--- src/hw/rtl/stsi_pkg.sv ---
`timescale 1ns / 1ps
// ----------------------------------------------------------------------------
// stsi_pkg
// shared types and constants for the sorted key table search/insert block
// ----------------------------------------------------------------------------
package stsi_pkg;

   localparam int TABLE_DEPTH = 64;
   localparam int IDX_W       = $clog2(TABLE_DEPTH);
   localparam int CNT_W       = IDX_W + 1;
   localparam int KEY_W       = 32;
   localparam int STATUS_W    = 2;
   localparam int POS_W       = 6;
   localparam int USED_W      = 7;

   localparam logic [STATUS_W-1:0] STATUS_FOUND    = 2'd0;
   localparam logic [STATUS_W-1:0] STATUS_INSERTED = 2'd1;
   localparam logic [STATUS_W-1:0] STATUS_FULL     = 2'd2;

   localparam logic [CNT_W-1:0] COUNT_FULL = CNT_W'(TABLE_DEPTH);

   typedef struct packed {
      logic [STATUS_W-1:0] status;
      logic [POS_W-1:0]    position;
      logic [USED_W-1:0]   entries_used;
   } result_type;

   typedef struct packed {
      logic             wr_en;
      logic [IDX_W-1:0] wr_addr;
      logic [KEY_W-1:0] wr_data;
      logic             rd_en;
      logic [IDX_W-1:0] rd_addr;
   } ram_req_type;

endpackage

--- src/hw/rtl/sorted_table_search_swap_insert_top.sv ---
`timescale 1ns / 1ps
// ----------------------------------------------------------------------------
// sorted_table_search_swap_insert_top
// sorted key table with binary search, swap on hit and ordered insert on miss
// ----------------------------------------------------------------------------
// Usage:
//   One req transaction carries a signed 32-bit key. It is looked up by binary
//   search over the valid entries. A hit swaps the entry with the next one
//   (unless it is the last); a miss inserts the key in order, moving larger
//   entries up; a miss on a full table drops the key. Each key gives exactly
//   one rsp transaction with status, position and the entry count after it.
// Timing:
//   req_tready is high only while the sequencer is idle. A key goes through
//   up to 7 binary search probes, then a swap (none on the last entry), a
//   drop on a full table, or a shift of the larger entries and an insert,
//   then the result hand-off, with req_tready back in the cycle after it.
//   The single table ram port pair (one read, one write per cycle) sets the
//   shift cost.
// Reset:
//   The table reads as empty after reset; no clearing pass is needed.
// Stall:
//   The result sits in an output register; the next key is accepted and
//   worked on while it waits, and only its own hand-off waits for rsp_tready.
// ----------------------------------------------------------------------------
module sorted_table_search_swap_insert_top (
   input  logic        clock,
   input  logic        reset,
   input  logic        req_tvalid,
   output logic        req_tready,
   input  logic [31:0] req_tdata,   // [31:0] key
   output logic        rsp_tvalid,
   input  logic        rsp_tready,
   output logic [15:0] rsp_tdata    // [1:0] status, [7:2] position, [14:8] entries_used
);

   import stsi_pkg::*;

   logic        rsp_valid_ff, rsp_valid_in;
   result_type  rsp_ff, rsp_in;
   logic        out_free;
   logic        res_valid;
   result_type  res;
   ram_req_type ram_req;
   logic [KEY_W-1:0] ram_rd_data;

   assign out_free = !rsp_valid_ff || rsp_tready;

   stsi_engine u_engine (
      .clock       (clock),
      .reset       (reset),
      .req_tvalid  (req_tvalid),
      .req_tready  (req_tready),
      .req_key     (req_tdata),
      .out_free    (out_free),
      .res_valid   (res_valid),
      .res         (res),
      .ram_req     (ram_req),
      .ram_rd_data (ram_rd_data)
   );

   stsi_ram #(
      .DEPTH (TABLE_DEPTH),
      .WIDTH (KEY_W)
   ) u_ram (
      .clock   (clock),
      .wr_en   (ram_req.wr_en),
      .wr_addr (ram_req.wr_addr),
      .wr_data (ram_req.wr_data),
      .rd_en   (ram_req.rd_en),
      .rd_addr (ram_req.rd_addr),
      .rd_data (ram_rd_data)
   );

   always_comb begin
      rsp_valid_in = rsp_valid_ff;
      rsp_in       = rsp_ff;
      if (res_valid) begin
         rsp_valid_in = 1'b1;
         rsp_in       = res;
      end else if (rsp_tready) begin
         rsp_valid_in = 1'b0;
      end
   end

   always_ff @(posedge clock) begin
      if (reset) begin
         rsp_valid_ff <= 1'b0;
      end else begin
         rsp_valid_ff <= rsp_valid_in;
      end
      rsp_ff <= rsp_in;
   end

   assign rsp_tvalid = rsp_valid_ff;
   assign rsp_tdata  = {1'b0, rsp_ff.entries_used, rsp_ff.position, rsp_ff.status};

endmodule

--- src/hw/rtl/stsi_ram.sv ---
`timescale 1ns / 1ps
// ----------------------------------------------------------------------------
// stsi_ram
// simple dual-port ram: one write port, one registered read port
// ----------------------------------------------------------------------------
module stsi_ram #(
   parameter int DEPTH  = 64,
   parameter int WIDTH  = 32,
   parameter int ADDR_W = $clog2(DEPTH)
) (
   input  logic              clock,
   input  logic              wr_en,
   input  logic [ADDR_W-1:0] wr_addr,
   input  logic [WIDTH-1:0]  wr_data,
   input  logic              rd_en,
   input  logic [ADDR_W-1:0] rd_addr,
   output logic [WIDTH-1:0]  rd_data
);

   logic [WIDTH-1:0] mem [DEPTH];
   logic [WIDTH-1:0] rd_data_ff;

   always_ff @(posedge clock) begin
      if (wr_en) begin
         mem[wr_addr] <= wr_data;
      end
      if (rd_en) begin
         rd_data_ff <= mem[rd_addr];
      end
   end

   assign rd_data = rd_data_ff;

endmodule

--- src/hw/rtl/stsi_engine.sv ---
`timescale 1ns / 1ps
// ----------------------------------------------------------------------------
// stsi_engine
// sequencer: binary search, swap on hit, shift-and-insert on miss
// ----------------------------------------------------------------------------
module stsi_engine (
   input  logic                      clock,
   input  logic                      reset,
   input  logic                      req_tvalid,
   output logic                      req_tready,
   input  logic [stsi_pkg::KEY_W-1:0] req_key,
   input  logic                      out_free,
   output logic                      res_valid,
   output stsi_pkg::result_type      res,
   output stsi_pkg::ram_req_type     ram_req,
   input  logic [stsi_pkg::KEY_W-1:0] ram_rd_data
);

   import stsi_pkg::*;

   localparam logic [3:0] S_IDLE     = 4'd0;
   localparam logic [3:0] S_PROBE    = 4'd1;
   localparam logic [3:0] S_COMPARE  = 4'd2;
   localparam logic [3:0] S_SWAP_RD  = 4'd3;
   localparam logic [3:0] S_SWAP_WR1 = 4'd4;
   localparam logic [3:0] S_SWAP_WR2 = 4'd5;
   localparam logic [3:0] S_SHIFT    = 4'd6;
   localparam logic [3:0] S_INSERT   = 4'd7;
   localparam logic [3:0] S_DONE     = 4'd8;

   logic [3:0]        state_ff, state_in;
   logic [CNT_W-1:0]  count_ff, count_in;
   logic [KEY_W-1:0]  key_ff, key_in;
   logic [CNT_W-1:0]  lo_ff, lo_in;
   logic [CNT_W-1:0]  hi_ff, hi_in;
   logic [IDX_W-1:0]  pos_ff, pos_in;
   logic [KEY_W-1:0]  tmp_ff, tmp_in;
   logic [IDX_W-1:0]  src_ff, src_in;
   logic [IDX_W-1:0]  wsrc_ff, wsrc_in;
   logic [CNT_W-1:0]  left_ff, left_in;
   logic              pend_ff, pend_in;
   logic [STATUS_W-1:0] status_ff, status_in;

   logic [CNT_W:0]    sum;
   logic [IDX_W-1:0]  mid;
   logic [CNT_W-1:0]  pos_next;

   assign sum      = {1'b0, lo_ff} + {1'b0, hi_ff};
   assign mid      = sum[IDX_W:1];
   assign pos_next = CNT_W'(pos_ff) + CNT_W'(1);

   always_comb begin
      state_in  = state_ff;
      count_in  = count_ff;
      key_in    = key_ff;
      lo_in     = lo_ff;
      hi_in     = hi_ff;
      pos_in    = pos_ff;
      tmp_in    = tmp_ff;
      src_in    = src_ff;
      wsrc_in   = wsrc_ff;
      left_in   = left_ff;
      pend_in   = pend_ff;
      status_in = status_ff;
      ram_req   = '0;

      unique case (state_ff)
         S_IDLE: begin
            if (req_tvalid) begin
               key_in   = req_key;
               lo_in    = '0;
               hi_in    = count_ff;
               state_in = S_PROBE;
            end
         end
         S_PROBE: begin
            if (lo_ff < hi_ff) begin
               ram_req.rd_en   = 1'b1;
               ram_req.rd_addr = mid;
               pos_in          = mid;
               state_in        = S_COMPARE;
            end else if (count_ff == COUNT_FULL) begin
               status_in = STATUS_FULL;
               pos_in    = '0;
               state_in  = S_DONE;
            end else begin
               // shift entries lo..count-1 up by one, highest first
               src_in    = IDX_W'(count_ff - CNT_W'(1));
               left_in   = count_ff - lo_ff;
               pend_in   = 1'b0;
               state_in  = S_SHIFT;
            end
         end
         S_COMPARE: begin
            if (ram_rd_data == key_ff) begin
               tmp_in    = ram_rd_data;
               status_in = STATUS_FOUND;
               state_in  = (pos_next < count_ff) ? S_SWAP_RD : S_DONE;
            end else if ($signed(ram_rd_data) < $signed(key_ff)) begin
               lo_in    = CNT_W'(pos_ff) + CNT_W'(1);
               state_in = S_PROBE;
            end else begin
               hi_in    = CNT_W'(pos_ff);
               state_in = S_PROBE;
            end
         end
         S_SWAP_RD: begin
            ram_req.rd_en   = 1'b1;
            ram_req.rd_addr = IDX_W'(pos_next);
            state_in        = S_SWAP_WR1;
         end
         S_SWAP_WR1: begin
            ram_req.wr_en   = 1'b1;
            ram_req.wr_addr = pos_ff;
            ram_req.wr_data = ram_rd_data;
            state_in        = S_SWAP_WR2;
         end
         S_SWAP_WR2: begin
            ram_req.wr_en   = 1'b1;
            ram_req.wr_addr = IDX_W'(pos_next);
            ram_req.wr_data = tmp_ff;
            state_in        = S_DONE;
         end
         S_SHIFT: begin
            // read of src overlaps the write of the entry read on the previous pass through this state
            if (pend_ff) begin
               ram_req.wr_en   = 1'b1;
               ram_req.wr_addr = wsrc_ff + IDX_W'(1);
               ram_req.wr_data = ram_rd_data;
            end
            if (left_ff != '0) begin
               ram_req.rd_en   = 1'b1;
               ram_req.rd_addr = src_ff;
               wsrc_in         = src_ff;
               src_in          = src_ff - IDX_W'(1);
               left_in         = left_ff - CNT_W'(1);
               pend_in         = 1'b1;
            end else begin
               pend_in  = 1'b0;
               state_in = S_INSERT;
            end
         end
         S_INSERT: begin
            ram_req.wr_en   = 1'b1;
            ram_req.wr_addr = IDX_W'(lo_ff);
            ram_req.wr_data = key_ff;
            count_in        = count_ff + CNT_W'(1);
            pos_in          = IDX_W'(lo_ff);
            status_in       = STATUS_INSERTED;
            state_in        = S_DONE;
         end
         S_DONE: begin
            if (out_free) begin
               state_in = S_IDLE;
            end
         end
         default: begin
            state_in = S_IDLE;
         end
      endcase
   end

   always_ff @(posedge clock) begin
      if (reset) begin
         state_ff <= S_IDLE;
         count_ff <= '0;
         pend_ff  <= 1'b0;
      end else begin
         state_ff <= state_in;
         count_ff <= count_in;
         pend_ff  <= pend_in;
      end
      key_ff    <= key_in;
      lo_ff     <= lo_in;
      hi_ff     <= hi_in;
      pos_ff    <= pos_in;
      tmp_ff    <= tmp_in;
      src_ff    <= src_in;
      wsrc_ff   <= wsrc_in;
      left_ff   <= left_in;
      status_ff <= status_in;
   end

   assign req_tready       = (state_ff == S_IDLE);
   assign res_valid        = (state_ff == S_DONE) && out_free;
   assign res.status       = status_ff;
   assign res.position     = POS_W'(pos_ff);
   assign res.entries_used = USED_W'(count_ff);

   a_count_bound: assert property (@(posedge clock) disable iff (reset)
      count_ff <= COUNT_FULL)
      else $error("entry count above table depth");

   a_insert_grows: assert property (@(posedge clock) disable iff (reset)
      state_ff == S_INSERT |=> count_ff == $past(count_ff) + CNT_W'(1))
      else $error("insert did not bump the count");

   a_full_result: assert property (@(posedge clock) disable iff (reset)
      res_valid && res.status == STATUS_FULL |-> count_ff == COUNT_FULL && pos_ff == '0)
      else $error("full status without a full table");

   a_write_states: assert property (@(posedge clock) disable iff (reset)
      ram_req.wr_en |-> state_ff == S_SHIFT || state_ff == S_INSERT
                        || state_ff == S_SWAP_WR1 || state_ff == S_SWAP_WR2)
      else $error("table write outside a write state");

   a_count_stable: assert property (@(posedge clock) disable iff (reset)
      state_ff != S_INSERT |=> $stable(count_ff))
      else $error("count changed outside insert");

endmodule

--- config.mk ---
export PLATFORM = sky130hd
export DESIGN_NAME = sorted_table_search_swap_insert_top
export DESIGN_NICKNAME = d
export VERILOG_FILES = /design/src/hw/rtl/stsi_pkg.sv /design/src/hw/rtl/sorted_table_search_swap_insert_top.sv /design/src/hw/rtl/stsi_ram.sv /design/src/hw/rtl/stsi_engine.sv
export SDC_FILE = /design/constraint.sdc
export NUM_CORES = 2
export LEC_CHECK = 0
export ABC_AREA = 1
export BUFFER_PORTS_ARGS = -buffer_cell sky130_fd_sc_hd__buf_2
export CAP_MARGIN = 20
export CORE_UTILIZATION = 35
export CTS_CLUSTER_SIZE = 8
export DETAILED_ROUTE_END_ITERATION = 7
export PLACE_DENSITY = 0.56
export SETUP_SLACK_MARGIN = 0.1
export SLEW_MARGIN = 15
export SYNTH_ARGS = -nofsm -noshare
export SYNTH_HDL_FRONTEND = slang
export SYNTH_SLANG_ARGS = --single-unit
--- constraint.sdc ---
create_clock -name clock -period 5.7 [get_ports clock]
set_input_delay 0.855 -clock clock [delete_from_list [all_inputs] [get_ports clock]]
set_output_delay 0.855 -clock clock [all_outputs]
set_load 0.005 [all_outputs]
==> impl_metrics.json <==
{
  "status": "finished, violations left",
  "violations": "design-rule violations",
  "cts-resized-gates": 0,
  "irDropWorstVdd_mv": 0.613,
  "rows": 194,
  "cts.sinks": 2213,
  "synth.most_common_cell": "edfxtp_1",
  "setup_ws_ps": 1000,
  "tritoncts": "done",
  "worstPathRequired_ps": 6480,
  "yosys_warnings": 0,
  "n_fill_cell": 26100,
  "dp_slack_ps": 1090,
  "fin_area_mm2": 0.113,
  "synth_area_mm2": 0.0983,
  "io_buffer_count": 52,
  "synth_edf_count": 2200,
  "setup.worst_path.class": "reg -> reg",
  "power_frac_comb_pct": 36.8,
  "ant_nets": 0,
  "antenna_found_initial": 13,
  "synth_common_cells": "2,200 x edfxtp_1, 2,071 x nand3_1, 1,386 x nand2_1",
  "async_reset_ff_share_pct": 0,
  "critPathMaxStageDelay_ps": 700,
  "path_common_cell": "nand3_1",
  "htreeDepth": 5,
  "yosysUniqueCellTypes": 47,
  "drive_above_1_share_pct": 8.36,
  "place_area_mm2": 0.104,
  "max_slew_margin_pct": 24.8,
  "pwr_density_cell_mw_per_mm2": 519,
  "max_freq_mhz": 213,
  "seq_power_share_pct": 34.4,
  "crit_chain": "inv_1 -> fa_1 -> xor2_1 -> nand4_1 -> nand2_8 -> buf_12 -> buf_4 -> nand3_1 -> nand3_1 -> nand3_1 -> nand3_1 -> nand3_1 -> nand2_1",
  "synthAdderAreaFrac_pct": 0.817,
  "clockBufferDepth": 4,
  "routed_via_density": 5.36,
  "synth_top_family_by_area": "simple AND/OR/NAND/NOR gates",
  "synth_xor_area_share_pct": 0.143,
  "synth_compound_area_share_pct": 0.855,
  "clk_latency_ps": 960,
  "cp-end-kind": "flip-flop",
  "fp.dieW_um": 532,
  "finalPower_mw": 58.4,
  "yosys.area_share.simple_pct": 23.0,
  "yosys.area.top_type": "edfxtp_1",
  "drc": 65,
  "clockPowerShare_pct": 28.8,
  "cp_slowest_cell": "nand2_8",
  "synth.area.top_cells": "edfxtp_1 67%, nand3_1 11%, nand3b_1 6.4%",
  "track_usage_pct": 21.8,
  "hold_path.class": "in -> reg",
  "io_pins": 54,
  "clkTransAtPathRegs_ps": 50,
  "cts_buffers": 328,
  "fin_worst_skew_ps": 65.7,
  "routed_wl_mm": 315,
  "grt_overflow": 0,
  "syn_inst": 8811,
  "register_area_mm2": 0.0663,
  "ys.flop_type": "edfxtp_1",
  "drt_iter0_drc": 8845,
  "core-area_mm2": 0.279,
  "postCtsHoldBufs": 0,
  "dr.pass1.iters": 8,
  "multiInputGateArea_mm2": 0.0251,
  "power.switching_mw": 23.3,
  "grt_pass1_wl_mm": 456,
  "critPathArrivalTime_ps": 5480,
  "cts_setup_buffers": 0,
  "synth_nets": 8910,
  "final_nets": 8981,
  "ys_seq_elements": 2213,
  "area_growth_pct": 14.5,
  "p_int_mw": 35.1,
  "tightest_slew_ps": 1130,
  "hold_viol": 0,
  "synthMuxAreaShare_pct": 0.0102,
  "cp_max_fo": 84,
  "finalCritPeriodShare_pct": 82.4,
  "chipHeight_um": 532,
  "p_sw_share_pct": 39.9,
  "drv_cap": 0,
  "total_leakage_power_nw": 42.7,
  "synth_top_area_share_pct": 67.2,
  "avgSynthCellArea_um2": 11.2,
  "worst_setup_path_start_kind": "flip-flop",
  "dp_hpwl_mm": 174,
  "die_area_mm2": 0.283,
  "avgRoutedWirePerCell_um": 25.0,
  "gp_congestion": 0.898,
  "layout_min_cycle_time_ps": 4700,
  "drv_slew": 0,
  "tns_ps": 0,
  "ys_seq_area_share_pct": 67.5,
  "initial_utilization_pct": 35.2,
  "grt_max_degree": 180,
  "setup_viol_count_final": 0,
  "num_vias": 67700,
  "rsz0062_at_grt": "false",
  "grt_pass1_vias": 64500,
  "cts_root_buffer": "clkbuf_16"
}
==> state kept, by name, summed over array words and instances (netlist names) <==
signal / flops
u_engine.count_ff: 7
u_engine.tmp_ff: 32
u_engine.pend_ff: 1
u_engine.hi_ff: 7
rsp_tdata: 15
u_engine.wsrc_ff: 6
u_engine.left_ff: 7
u_engine.status_ff: 2
u_engine.src_ff: 6
u_engine.state_ff: 4
rsp_tvalid: 1
u_engine.pos_ff: 6
u_ram.mem: 2048
u_engine.lo_ff: 7
u_ram.rd_data: 32
u_engine.key_ff: 32
==> kinds of logic (layout without fill, tap and decap cells) <==
logic type,Yosys count,after routing
AO/OA/AOI/OAI,142,142
flip-flops,2213,2213
AND/OR/NAND/NOR,4461,4461
adder cells (fa/ha/maj),63,63
buffers and inverters,1914,2006
multiplexers,1,1
XOR/XNOR,16,16
other,1,6
==> final cells by class <==
class / count / share of cell area, %
well taps: 3724 / 4.14
diodes: 5 / 0.0111
clock inverters: 10 / 0.0778
repair buffers: 299 / 2.53
multi-input cells: 4684 / 22.3
clock buffers: 341 / 7.45
inverters: 1356 / 4.54
flip-flops and latches: 2213 / 58.9
==> worst paths after layout <==
kind	startpoint	to	slack, ps	depth (start not counted)
setup reg to reg	u_engine.lo_ff[1]	u_ram.rd_data[11]	1000	13
hold / removal	req_tdata[11]	u_engine.key_ff[11]	80	1
setup / recovery	u_engine.lo_ff[1]	u_ram.rd_data[11]	1000	13
hold reg to reg	u_engine.status_ff[1]	rsp_tdata[1]	420	0
==> through the flow <==
stage	std cells	utilization [%]	hold WS [ps]
2_1_floorplan	8811	-	400
3_3_place_gp	12300	37.2	409
3_5_place_dp	12300	37.3	409
4_1_cts	12600	40.3	22.0
5_1_grt	12600	40.3	45.2
6_report	12600	40.3	77.2
==> cell usage in the layout (no fill, tap or decap), types with 2 or more instances in the layout <==
cell type,instances
nor3_1,13
inv_6,7
nor2_2,4
ha_1,61
diode_2,5
nand2_1,1386
edfxtp_1,2200
a31oi_4,13
buf_2,52
buf_4,189
xor2_1,11
o221ai_1,2
o21bai_1,2
a21oi_4,2
a22oi_1,2
a31oi_1,3
a21oi_1,42
inv_1,1350
xnor2_1,5
inv_8,2
o31ai_1,2
fa_1,2
o211ai_1,21
nand3b_1,832
clkbuf_16,334
nand4_1,12
nor2_4,69
nand2_8,2
clkinvlp_4,2
buf_12,57
clkbuf_1,7
clkinv_1,2
nand3_1,2071
o22ai_1,2
or2_1,2
o21ai_0,41
dfxtp_1,13
o21a_1,2
nor2_1,65
==> layer usage <==
layer	global-route usage [%]	vias up	routed length (um)	share of wire [%]
met1	30.7	33500	134000	42
met2	33.1	3384	139000	44
met5	0	-	13	0.0041
met4	8.23	2	12100	3.8
met3	4.28	544	30200	9.6
li1	-	30300	-	-
==> worst max-delay path, delay by kind of cell (launching register included) <==
| family | cells | cell delay, ps |
|---|---|---|
| adder cells (fa/ha/maj) | 1 | 440 |
| flip-flops | 1 | 470 |
| AND/OR/NAND/NOR | 8 | 2150 |
| XOR/XNOR | 1 | 250 |
| buffers and inverters | 3 | 1060 |
==> power by group through the flow <==
| stage | registers (mW) | logic (mW) | clock network [mW] |
|---|---|---|---|
| detailed placement | 20.4 | 21.1 | 0 |
| floorplan | 20.2 | 12.2 | 0 |
| CTS | 20.1 | 21.1 | 17.1 |
| global route | 20.1 | 22.8 | 17.7 |
| global placement | 20.4 | 21.0 | 0 |
| finish | 20.1 | 21.5 | 16.8 |
(Power assumes the default switching activity.)
